### config.mk
export PLATFORM = sky130hd
export DESIGN_NAME = keyframe_linear_interpolator
export DESIGN_NICKNAME = d
export VERILOG_FILES = /design/src/rtl/core/kli_pkg.sv /design/src/rtl/core/kli_ram.sv /design/src/rtl/core/keyframe_linear_interpolator.sv
export SDC_FILE = /design/constraint.sdc
export NUM_CORES = 2
export LEC_CHECK = 0
export ABC_AREA = 1
export BUFFER_PORTS_ARGS = -buffer_cell sky130_fd_sc_hd__buf_2
export CAP_MARGIN = 30
export CORE_ASPECT_RATIO = 0.9
export CORE_MARGIN = 4
export CORE_UTILIZATION = 60
export CTS_CLUSTER_DIAMETER = 40
export DETAILED_ROUTE_END_ITERATION = 12
export PLACE_DENSITY = 0.82
export SYNTH_ARGS = -nofsm -noshare
export SYNTH_HDL_FRONTEND = slang
export SYNTH_SLANG_ARGS = --single-unit
### constraint.sdc
create_clock -name clk -period 17.01 [get_ports clk]
set_input_delay 0.8505 -clock clk [delete_from_list [all_inputs] [get_ports clk]]
set_output_delay 0.8505 -clock clk [all_outputs]
set_load 0.01 [all_outputs]
### src/rtl/core/kli_pkg.sv
package kli_pkg;

	// Field widths of one keyframe and of the interpolation datapath.
	localparam int TICK_W  = 31;
	localparam int POS_W   = 16;
	localparam int ALPHA_W = 8;
	localparam int QUO_W   = 16;
	localparam int PROD_W  = TICK_W + QUO_W;
	localparam int DIV_STEPS = QUO_W;

	// Item modes.
	localparam logic MODE_WRITE = 1'b0;
	localparam logic MODE_QUERY = 1'b1;

	// Register byte address of key_count.
	localparam logic [2:0] ADDR_KEY_COUNT = 3'd0;

	// Channel being interpolated.
	localparam logic [1:0] FLD_X = 2'd0;
	localparam logic [1:0] FLD_Y = 2'd1;
	localparam logic [1:0] FLD_A = 2'd2;

	// One stored keyframe.
	typedef struct packed {
		logic        [TICK_W-1:0]  tick;
		logic signed [POS_W-1:0]   x;
		logic signed [POS_W-1:0]   y;
		logic        [ALPHA_W-1:0] alpha;
	} kli_entry_t;

	localparam int ENTRY_W = $bits(kli_entry_t);

	// Query sequencer states.
	typedef enum logic [3:0] {
		ST_IDLE,
		ST_CHK_FIRST,
		ST_CHK_LAST,
		ST_MID,
		ST_CMP,
		ST_LD_LO,
		ST_LD_HI,
		ST_SETUP,
		ST_MUL,
		ST_DIV,
		ST_ACC
	} kli_state_t;

endpackage

### src/rtl/core/kli_ram.sv
module kli_ram #(
	parameter int WIDTH = 8,
	parameter int DEPTH = 16
) (
	input  logic                     clk,
	input  logic                     wr_en,
	input  logic [$clog2(DEPTH)-1:0] wr_addr,
	input  logic [WIDTH-1:0]         wr_data,
	input  logic [$clog2(DEPTH)-1:0] rd_addr,
	output logic [WIDTH-1:0]         rd_data
);

	logic [WIDTH-1:0] mem_q [DEPTH];
	logic [WIDTH-1:0] rd_data_q;

	// One write port and one read port with registered data.
	always_ff @(posedge clk) begin
		if (wr_en) begin
			mem_q[wr_addr] <= wr_data;
		end
		rd_data_q <= mem_q[rd_addr];
	end

	assign rd_data = rd_data_q;

endmodule

### src/rtl/core/keyframe_linear_interpolator.sv
// Keyframe interpolator. A write item (mode 0) stores one keyframe and never
// raises busy. A query item (mode 1) raises busy unless key_count is zero,
// and ends with a one-cycle done strobe that carries in_range, pos_x, pos_y
// and opacity; the strobe cannot be held off, so the receiver must take it
// when it appears. With key_count zero the result comes the cycle after start.
// A tick before the first key is rejected in ST_CHK_FIRST, one at or after the
// last key in ST_CHK_LAST. Otherwise a binary search takes ST_MID and ST_CMP
// per step, at most ceil(log2(n-1)) steps for n keys. A tick on a key
// returns that key's values from ST_SETUP; one that falls between two keys runs
// ST_MUL, ST_DIV and ST_ACC for x, y and alpha in turn. The search and the key
// loads share the single RAM read port, and one multiply and a one-bit-per-cycle
// divider are reused for all three channels. A new start is taken in the same
// cycle as done.
module keyframe_linear_interpolator #(
	parameter int MAX_KEYS = 16
) (
	input  logic               clk,
	input  logic               arst_n,
	input  logic               psel,
	input  logic               penable,
	input  logic               pwrite,
	input  logic [2:0]         paddr,
	input  logic [31:0]        pwdata,
	output logic [31:0]        prdata,
	output logic               pready,
	input  logic               start,
	output logic               busy,
	output logic               done,
	input  logic               mode,
	input  logic [3:0]         key_index,
	input  logic [30:0]        tick,
	input  logic signed [15:0] key_x,
	input  logic signed [15:0] key_y,
	input  logic [7:0]         key_alpha,
	output logic               in_range,
	output logic signed [15:0] pos_x,
	output logic signed [15:0] pos_y,
	output logic [7:0]         opacity
);

	import kli_pkg::*;

	localparam int AW = $clog2(MAX_KEYS);

	// Control state.
	kli_state_t state_q, state_d;
	logic       done_q;
	logic [4:0] key_count_q;

	// Search and interpolation registers.
	logic [TICK_W-1:0]         tick_q;
	logic [AW-1:0]             last_q, lo_q, hi_q, mid_q;
	logic [TICK_W-1:0]         t0_q, t1_q, dt_q, den_q;
	logic signed [POS_W-1:0]   x0_q, y0_q, x1_q, y1_q;
	logic [ALPHA_W-1:0]        a0_q, a1_q;
	logic [1:0]                fld_q;
	logic                      sign_q;
	logic [TICK_W-1:0]         rem_q;
	logic [QUO_W-1:0]          dq_q;
	logic [$clog2(DIV_STEPS)-1:0] cnt_q;

	// Result registers.
	logic                      in_range_q;
	logic signed [POS_W-1:0]   pos_x_q, pos_y_q;
	logic [ALPHA_W-1:0]        opacity_q;

	// Combinational helpers.
	logic              accept, count_zero, cfg_wr;
	logic [AW-1:0]     last_d, mid, rd_addr, wr_addr;
	logic [AW:0]       mid_sum;
	logic              search_more, tick_lt_rd, clamp_lo, clamp_hi, div_last, fld_last;
	logic              finish, miss, ram_we;
	kli_entry_t        wr_entry, rd_entry;
	logic [ENTRY_W-1:0] rd_data;
	logic signed [POS_W-1:0] v0s, v1s;
	logic signed [POS_W:0]   vdiff, delta, vsum;
	logic [POS_W:0]          vmag;
	logic [PROD_W-1:0]       prod;
	logic [TICK_W+1:0]       div_trial;
	logic                    div_take;

	// Keyframe store.
	assign wr_entry = '{tick: tick, x: key_x, y: key_y, alpha: key_alpha};
	assign wr_addr  = AW'(key_index);
	assign ram_we   = accept && (mode == MODE_WRITE) && (int'(key_index) < MAX_KEYS);
	assign rd_entry = rd_data;

	kli_ram #(
		.WIDTH(ENTRY_W),
		.DEPTH(MAX_KEYS)
	) u_ram (
		.clk    (clk),
		.wr_en  (ram_we),
		.wr_addr(wr_addr),
		.wr_data(wr_entry),
		.rd_addr(rd_addr),
		.rd_data(rd_data)
	);

	// Configuration port.
	assign pready = 1'b1;
	assign cfg_wr = psel && penable && pwrite && (paddr == ADDR_KEY_COUNT);
	assign prdata = (paddr == ADDR_KEY_COUNT) ? {27'd0, key_count_q} : 32'd0;

	// Handshake and index of the last valid key.
	assign busy       = (state_q != ST_IDLE);
	assign accept     = start && !busy;
	assign count_zero = (key_count_q == 5'd0);

	always_comb begin
		if (int'(key_count_q) >= MAX_KEYS) begin
			last_d = AW'(MAX_KEYS - 1);
		end else begin
			last_d = AW'(key_count_q - 5'd1);
		end
	end

	// Search midpoint and loop test.
	assign mid_sum     = {1'b0, lo_q} + {1'b0, hi_q};
	assign mid         = mid_sum[AW:1];
	assign search_more = ({1'b0, lo_q} + (AW+1)'(1)) < {1'b0, hi_q};

	// Shared compares.
	assign tick_lt_rd = tick_q < rd_entry.tick;
	assign clamp_lo   = tick_q <= t0_q;
	assign clamp_hi   = tick_q >= t1_q;
	assign div_last   = (cnt_q == ($clog2(DIV_STEPS))'(DIV_STEPS - 1));
	assign fld_last   = (fld_q == FLD_A);

	// End values of the channel in work.
	always_comb begin
		case (fld_q)
			FLD_X: begin
				v0s = x0_q;
				v1s = x1_q;
			end
			FLD_Y: begin
				v0s = y0_q;
				v1s = y1_q;
			end
			FLD_A: begin
				v0s = {{(POS_W-ALPHA_W){1'b0}}, a0_q};
				v1s = {{(POS_W-ALPHA_W){1'b0}}, a1_q};
			end
			default: begin
				v0s = '0;
				v1s = '0;
			end
		endcase
	end

	// Magnitude of the value step times elapsed ticks.
	assign vdiff = {v1s[POS_W-1], v1s} - {v0s[POS_W-1], v0s};
	assign vmag  = vdiff[POS_W] ? (POS_W+1)'(-vdiff) : vdiff;
	assign prod  = PROD_W'(vmag[POS_W-1:0]) * PROD_W'(dt_q);

	// One restoring divide step.
	assign div_trial = {1'b0, rem_q, dq_q[QUO_W-1]} - {2'b00, den_q};
	assign div_take  = !div_trial[TICK_W+1];

	// Apply the signed quotient to the start value.
	assign delta = sign_q ? -$signed({1'b0, dq_q}) : $signed({1'b0, dq_q});
	assign vsum  = {v0s[POS_W-1], v0s} + delta;

	// Next state.
	always_comb begin
		state_d = state_q;
		case (state_q)
			ST_IDLE: begin
				if (accept && (mode == MODE_QUERY) && !count_zero) begin
					state_d = ST_CHK_FIRST;
				end
			end
			ST_CHK_FIRST: state_d = tick_lt_rd ? ST_IDLE : ST_CHK_LAST;
			ST_CHK_LAST:  state_d = tick_lt_rd ? ST_MID : ST_IDLE;
			ST_MID:       state_d = search_more ? ST_CMP : ST_LD_LO;
			ST_CMP:       state_d = ST_MID;
			ST_LD_LO:     state_d = ST_LD_HI;
			ST_LD_HI:     state_d = ST_SETUP;
			ST_SETUP:     state_d = (clamp_lo || clamp_hi) ? ST_IDLE : ST_MUL;
			ST_MUL:       state_d = ST_DIV;
			ST_DIV:       state_d = div_last ? ST_ACC : ST_DIV;
			ST_ACC:       state_d = fld_last ? ST_IDLE : ST_MUL;
			default:      state_d = ST_IDLE;
		endcase
	end

	// Sequencer outputs: read address and result events.
	always_comb begin
		rd_addr = '0;
		finish  = 1'b0;
		miss    = 1'b0;
		case (state_q)
			ST_IDLE: begin
				if (accept && (mode == MODE_QUERY) && count_zero) begin
					finish = 1'b1;
					miss   = 1'b1;
				end
			end
			ST_CHK_FIRST: begin
				rd_addr = last_q;
				finish  = tick_lt_rd;
				miss    = tick_lt_rd;
			end
			ST_CHK_LAST: begin
				finish = !tick_lt_rd;
				miss   = !tick_lt_rd;
			end
			ST_MID:   rd_addr = search_more ? mid : lo_q;
			ST_LD_LO: rd_addr = hi_q;
			ST_SETUP: finish  = clamp_lo || clamp_hi;
			ST_ACC:   finish  = fld_last;
			default: ;
		endcase
	end

	// Control registers.
	always_ff @(posedge clk or negedge arst_n) begin
		if (!arst_n) begin
			state_q     <= ST_IDLE;
			done_q      <= 1'b0;
			key_count_q <= 5'd0;
		end else begin
			state_q <= state_d;
			done_q  <= finish;
			if (cfg_wr) begin
				key_count_q <= pwdata[4:0];
			end
		end
	end

	// Datapath registers.
	always_ff @(posedge clk) begin
		case (state_q)
			ST_IDLE: begin
				if (accept) begin
					tick_q <= tick;
					last_q <= last_d;
				end
			end
			ST_CHK_LAST: begin
				lo_q <= '0;
				hi_q <= last_q;
			end
			ST_MID: mid_q <= mid;
			ST_CMP: begin
				if (tick_lt_rd) begin
					hi_q <= mid_q;
				end else begin
					lo_q <= mid_q;
				end
			end
			ST_LD_LO: begin
				t0_q <= rd_entry.tick;
				x0_q <= rd_entry.x;
				y0_q <= rd_entry.y;
				a0_q <= rd_entry.alpha;
			end
			ST_LD_HI: begin
				t1_q <= rd_entry.tick;
				x1_q <= rd_entry.x;
				y1_q <= rd_entry.y;
				a1_q <= rd_entry.alpha;
			end
			ST_SETUP: begin
				if (clamp_lo) begin
					in_range_q <= 1'b1;
					pos_x_q    <= x0_q;
					pos_y_q    <= y0_q;
					opacity_q  <= a0_q;
				end else if (clamp_hi) begin
					in_range_q <= 1'b1;
					pos_x_q    <= x1_q;
					pos_y_q    <= y1_q;
					opacity_q  <= a1_q;
				end else begin
					dt_q  <= tick_q - t0_q;
					den_q <= t1_q - t0_q;
					fld_q <= FLD_X;
				end
			end
			ST_MUL: begin
				sign_q <= vdiff[POS_W];
				rem_q  <= prod[PROD_W-1:QUO_W];
				dq_q   <= prod[QUO_W-1:0];
				cnt_q  <= '0;
			end
			ST_DIV: begin
				rem_q <= div_take ? div_trial[TICK_W-1:0] : {rem_q[TICK_W-2:0], dq_q[QUO_W-1]};
				dq_q  <= {dq_q[QUO_W-2:0], div_take};
				cnt_q <= cnt_q + 1'b1;
			end
			ST_ACC: begin
				in_range_q <= 1'b1;
				fld_q      <= fld_q + 2'd1;
				case (fld_q)
					FLD_X:   pos_x_q   <= vsum[POS_W-1:0];
					FLD_Y:   pos_y_q   <= vsum[POS_W-1:0];
					FLD_A:   opacity_q <= vsum[ALPHA_W-1:0];
					default: ;
				endcase
			end
			default: ;
		endcase
		// A query outside the key span reports zeros.
		if (miss) begin
			in_range_q <= 1'b0;
			pos_x_q    <= '0;
			pos_y_q    <= '0;
			opacity_q  <= '0;
		end
	end

	assign done     = done_q;
	assign in_range = in_range_q;
	assign pos_x    = pos_x_q;
	assign pos_y    = pos_y_q;
	assign opacity  = opacity_q;

endmodule

* Word-level counts from Yosys, hierarchy flattened
Memory sizes are Yosys's and may differ from the RTL's. A register that Yosys moved wholly into a read port is not among the register bits.
Cells that the tools add are included.
** Operators by class
- Bitwise operators :: 3
- Reductions and logical operators :: 30
- $add $sub $neg :: 12
- Equal/unequal tests :: 22
- Muxes and demuxes :: 46
- $lt $le $gt $ge :: 5
- $mul :: 1
** Operators by type and width (count)
- 16-bit 2-to-1 mux :: 8
- 16-bit one-hot mux with 2 select lines :: 3
- 16-bit one-hot mux with 3 select lines :: 2
- 31-bit one-hot mux with 2 select lines :: 1
- 31-bit subtractor :: 2
- 16-bit by 31-bit multiplier with 47-bit output :: 1
- 4-bit one-hot mux with 11 select lines :: 1
- 32-bit by 31-bit subtractor with 33-bit output :: 1
- 16-bit negator :: 2
- 31-bit >= comparator :: 1
- 31-bit <= comparator :: 1
- 31-bit < comparator :: 1
- 31-bit 2-to-1 mux :: 1
- 4-bit 2-to-1 mux :: 6
- 8-bit 2-to-1 mux :: 3
- 4-bit one-hot mux with 2 select lines :: 3
- 16-bit by 16-bit subtractor with 17-bit output :: 1
- 16-bit adder :: 1
- 4-bit by 3-bit equality test with 1-bit output, second input constant :: 4
- 4-bit equality test, second input constant :: 4
- 8-bit one-hot mux with 2 select lines :: 1
- 3-bit AND reduction :: 5
- 2-bit inequality test, second input constant :: 6
- 4-bit one-hot mux with 3 select lines :: 1
- 31 further kinds :: 59
** Word-level totals
- Flip-flop bits (word level) :: 356
- Memories kept :: 1
- RAM bits :: 1136
- Output and inout port bits :: 76
- Bits of input ports :: 117
** Memory list
- u_ram.mem_q :: words 16, bits a word 71, read ports 1, clocked after memory_dff 1, write ports 1, line kli_ram.sv:13 : logic [WIDTH-1:0] mem_q [DEPTH];

* Depth between registers and ports, before layout
- Depth in word-level cells :: 7
- Gate-level depth with buffers :: 51
- Mapped depth without buffers :: 47

* Cells and area by module
From an unflattened synthesis, not the netlist that was laid out.
** Second synthesis, totals
- Cell total of the unflattened synthesis :: 9702
- Area total of the unflattened synthesis :: 89918.7 um^2
** Modules (own cells, without submodules)
- kli_ram :: instances 1, cells an instance 4667, area each 49871.6 um^2, seq. area each 35534.1 um^2
- keyframe_linear_interpolator :: instances 1, cells an instance 5035, area each 40047.2 um^2, seq. area each 10229.8 um^2

* Least setup slack after synthesis
OpenSTA, ideal clock, no wires.
- Kind :: reg2reg
- Start :: register fld_q[0]
- End :: register rem_q[7] (data pin)
- Data arrival time :: 8209 ps
- Required time :: 16752 ps
- Stages on the path, launching flop included :: 46
- Setup slack :: 8543 ps
- Path through :: edfxtp_1 > ha_1 > clkbuf_1 > inv_1 > clkbuf_1 > o221ai_1 > nand2_1 > inv_1 > ha_1 > fa_1 > inv_1 > nand3_1 > nand2_2 > nand3_1 > nand3_2 > nand2_1 > inv_1 > o21ai_2 > [10 not listed] > fa_1 > inv_1 > fa_1 > inv_1 > fa_1 > fa_1 > inv_1 > fa_1 > inv_1 > ha_1 > a21oi_1 > a21boi_0 > nand2_1 > nor2_1 > o21ai_0 > or2_2 > nand3_1 > nand2_1
** Between the ends
- Word-level cells in the longest chain between the ends :: 7
- Elaborated cells between the ends (all ways) :: 10
- Classes of those cells :: add/sub (2); mul (1); eq/ne (2); mux (4); reduce/logical (1)
** Ends and longest elaborated chain
- start: declaration :: line keyframe_linear_interpolator.sv:56 : logic [1:0] fld_q;
- start signal: assignment :: line keyframe_linear_interpolator.sv:295 : fld_q <= fld_q + 2'd1;
- 2-bit equality test (tied with other cells) :: line keyframe_linear_interpolator.sv:132 : case (fld_q)
- 16-bit one-hot mux with 3 select lines :: line keyframe_linear_interpolator.sv:132
- 16-bit by 16-bit subtractor with 17-bit output * :: line keyframe_linear_interpolator.sv:153 : assign vdiff = {v1s[POS_W-1], v1s} - {v0s[POS_W-1], v0s};
- 16-bit negator :: line keyframe_linear_interpolator.sv:154 : assign vmag = vdiff[POS_W] ? (POS_W+1)'(-vdiff) : vdiff;
- 16-bit 2-to-1 mux * :: line keyframe_linear_interpolator.sv:154
- 16-bit by 31-bit multiplier with 47-bit output * :: line keyframe_linear_interpolator.sv:155 : assign prod = PROD_W'(vmag[POS_W-1:0]) * PROD_W'(dt_q);
- 31-bit one-hot mux with 2 select lines * :: line keyframe_linear_interpolator.sv:234 : case (state_q)
- end signal: assignment :: line keyframe_linear_interpolator.sv:284 : rem_q <= prod[PROD_W-1:QUO_W];
- end signal: assignment :: line keyframe_linear_interpolator.sv:289 : rem_q <= div_take ? div_trial[TICK_W-1:0] : {rem_q[TICK_W-2:0], dq_q[QUO_W-1]};
- end: declaration :: line keyframe_linear_interpolator.sv:58 : logic [TICK_W-1:0] rem_q;
Every way passes the cells marked *; elsewhere a longest branch is shown, timed or not.
A chain may end at the register's enable or synchronous reset.

* Worst setup path after layout
- Start :: register fld_q[0]
- End :: register rem_q[2] (data pin)
The elaborated chain is that of the path after synthesis.

==> flow_summary.json <==
{
  "fin_nets": 10379,
  "hold_buffers": 1,
  "status": "finished clean",
  "ff2ff_setup_slack_ns": 5.48,
  "drc_errors": 0,
  "cap_viol_max_count": 0,
  "cts_buffers": 185,
  "slowest_delay_ns": 0.76,
  "ys_types": 60,
  "cts_sinks": 1563,
  "period_share_pct": 67.8,
  "async_flop_share_pct": 0.640,
  "synth_top_family_by_area": "simple AND/OR/NAND/NOR gates",
  "critPathMostFrequentCell": "inv_1",
  "final_cell_area_mm2": 0.0995,
  "initial_core_util_pct": 60.4,
  "fmax_mhz": 86.7,
  "crit_buf_inv": 14,
  "std_cell_rows": 135,
  "hold_start": "pwdata[3]",
  "syn-cell-area_mm2": 0.0910,
  "core_mm2": 0.151,
  "path_clk_slew_ns": 0.06,
  "area_growth_pct": 9.24,
  "gr-usage-all-layers_pct": 33.3,
  "die_w_um": 419,
  "cts_buffer_depth": 3,
  "crit_required_ns": 17.55,
  "grt_pass1_wl_mm": 400,
  "critPathKind": "reg -> reg",
  "setup_ws_ns": 5.48,
  "drt_wl_total_mm": 267,
  "synth_edf_count": 1441,
  "synth-compound-area-share_pct": 4.32,
  "path_delay_family": "adder cells",
  "wl_per_cell_um": 22.8,
  "root_buffer": "clkbuf_16",
  "synth_mux_area_share_pct": 0,
  "grt_max_degree": 213,
  "pin_count": 193,
  "mostFrequentLayoutCells": "nand2_1 (2098), inv_1 (1625), edfxtp_1 (1441)",
  "hold_depth": 3,
  "clkLatencyLatePin_ns": 0.84,
  "cts_tree": "built",
  "layout_commonest_cell": "nand2_1",
  "synth_cells": 9558,
  "cts_resized": 0,
  "gr-total-overflow": 0,
  "die_h_um": 378,
  "antenna_found_initial": 35,
  "num-fill-cells": 11016,
  "finClkSkew_ns": 0.0589,
  "viasPerCell": 5.97,
  "yosysSeqAreaShare_pct": 50.3,
  "reg2reg_depth": 42,
  "final_antenna_net_count": 0,
  "min_path_type": "in -> reg",
  "worst_pin_slew_ns": 1.10,
  "hpwl_mm": 174,
  "r2r-start": "fld_q[0]",
  "synth_simple_gate_area_share_pct": 21.6,
  "fin_crit_ns": 11.53,
  "grt_pass1_vias": 68912,
  "worstPathArrival_ns": 12.07,
  "synth_warnings": 0,
  "die_area_mm2": 0.158,
  "drtIter0Drc": 8634,
  "min_to": "key_count_q[3]",
  "critPathCaptureType": "flop",
  "setup_tns_ns": 0,
  "worst_setup_path_start_kind": "flop",
  "slowest_stage": "inv_1",
  "synth_seq_cells": 1563,
  "synth_ff_type": "edfxtp_1",
  "place.gp.congestion": 0.993,
  "grt_setup_unrepaired": "no",
  "synth_xor_area_share_pct": 1.02,
  "place_area_mm2": 0.0929,
  "cts_setup_buffers": 0,
  "slew_headroom_pct": 26.4,
  "synthAdderAreaFrac_pct": 13.4,
  "syn_avg_cell_area_um2": 9.53,
  "via_count": 69925,
  "setup-violations-final": 0,
  "hold_violations": 0,
  "drive_above_1_share_pct": 6.51,
  "htree_levels": 4,
  "post-place-ws_ns": 5.71,
  "dr.pass1.iters": 7,
  "r2r_end": "rem_q[2]",
  "cp_max_fo": 24,
  "port_buffers": 137,
  "finalMaxSlewViolations": 0
}
-- area by class of cell --
type	instances	area, µm²	share of cell area [%]
Antenna cell	41	103	0.103
Clock buffer	229	4970	4.99
Clock inverter	120	1400	1.41
Inverter	1647	6200	6.24
Multi-Input combinational cell	5920	37000	37.2
Sequential cell	1563	45800	46.0
Tap cell	1986	2480	2.50
Timing Repair Buffer	216	1490	1.49
-- stage by stage --
stage,hold WS [ns],cells,utilization (%)
floorplan,0.404,9584,-
global placement,0.411,11323,61.6
detailed placement,0.415,11326,61.6
CTS,0.208,11676,65.9
global route,0.249,11715,66.0
finish,0.265,11722,66.0
-- state kept, by name, summed over array words and instances, names as in the netlist, 5 cells and up --
signal         cells
a0_q               8
den_q             31
x0_q              16
key_count_q        5
y0_q              16
x1_q              16
pos_y             16
rem_q             31
y1_q              16
t0_q              31
dq_q              16
opacity            8
a1_q               8
t1_q              31
tick_q            31
dt_q              31
u_ram.rd_data     71
pos_x             16
u_ram.mem_q     1136
-- worst min-delay path: cells and delay by family --
kind            cells  cell delay (ns)
buf+inv             1             0.07
compound gates      1             0.06
simple gates        1             0.04
-- cells by family after synthesis --
kind of cell | Yosys count
simple gates | 4360
buf+inv | 2101
flops | 1563
fa+ha+maj | 729
compound gates | 697
xor+xnor | 106
other cells | 2
-- per-layer routing --
layer  track usage, %  vias to the layer above  share of wire, %
met2             53.5                     4194                47
met1             41.9                    33627                36
met5                0                        -             0.056
li1                 -                    31293                 -
met4             20.7                       22               6.4
met3             6.64                      789                11
-- Yosys cell counts, types with 14 or more instances --
cell type | count | area [µm²]
edfxtp_1 | 1441 | 43300
o21ai_0 | 200 | 1000
nor3_1 | 33 | 165
inv_2 | 17 | 63.8
xnor2_1 | 47 | 412
or2_2 | 21 | 131
a21o_1 | 25 | 188
nor4_1 | 14 | 87.6
dfxtp_1 | 112 | 2240
inv_1 | 1628 | 6110
nand2_2 | 16 | 100
buf_2 | 203 | 1020
a31oi_1 | 26 | 163
nand3_1 | 1408 | 7050
xor2_1 | 59 | 517
o211ai_1 | 19 | 143
clkbuf_1 | 140 | 526
o221ai_1 | 17 | 149
o21bai_1 | 25 | 188
buf_1 | 27 | 101
nand4_1 | 45 | 282
a21oi_1 | 326 | 1630
buf_6 | 21 | 236
ha_1 | 319 | 3990
nor2_1 | 401 | 1510
buf_4 | 62 | 465
fa_1 | 410 | 8210
nand2_1 | 2098 | 7880
nand3b_1 | 294 | 2210
-- worst max-delay path by stage --
stage,from,end,slack (ns),cells after the start
after global placement,fld_q[0],rem_q[2],5.84,41
final,fld_q[0],rem_q[2],5.48,42
after CTS,fld_q[0],rem_q[2],5.69,41
after floorplan,fld_q[0],rem_q[7],8.54,45
after global routing,fld_q[0],rem_q[2],5.10,42
after detailed placement,fld_q[0],rem_q[2],5.71,41
Power is left out: the tool's default activity adds up to more than one toggle a clock period on the data nets, which glitch-free logic cannot reach.
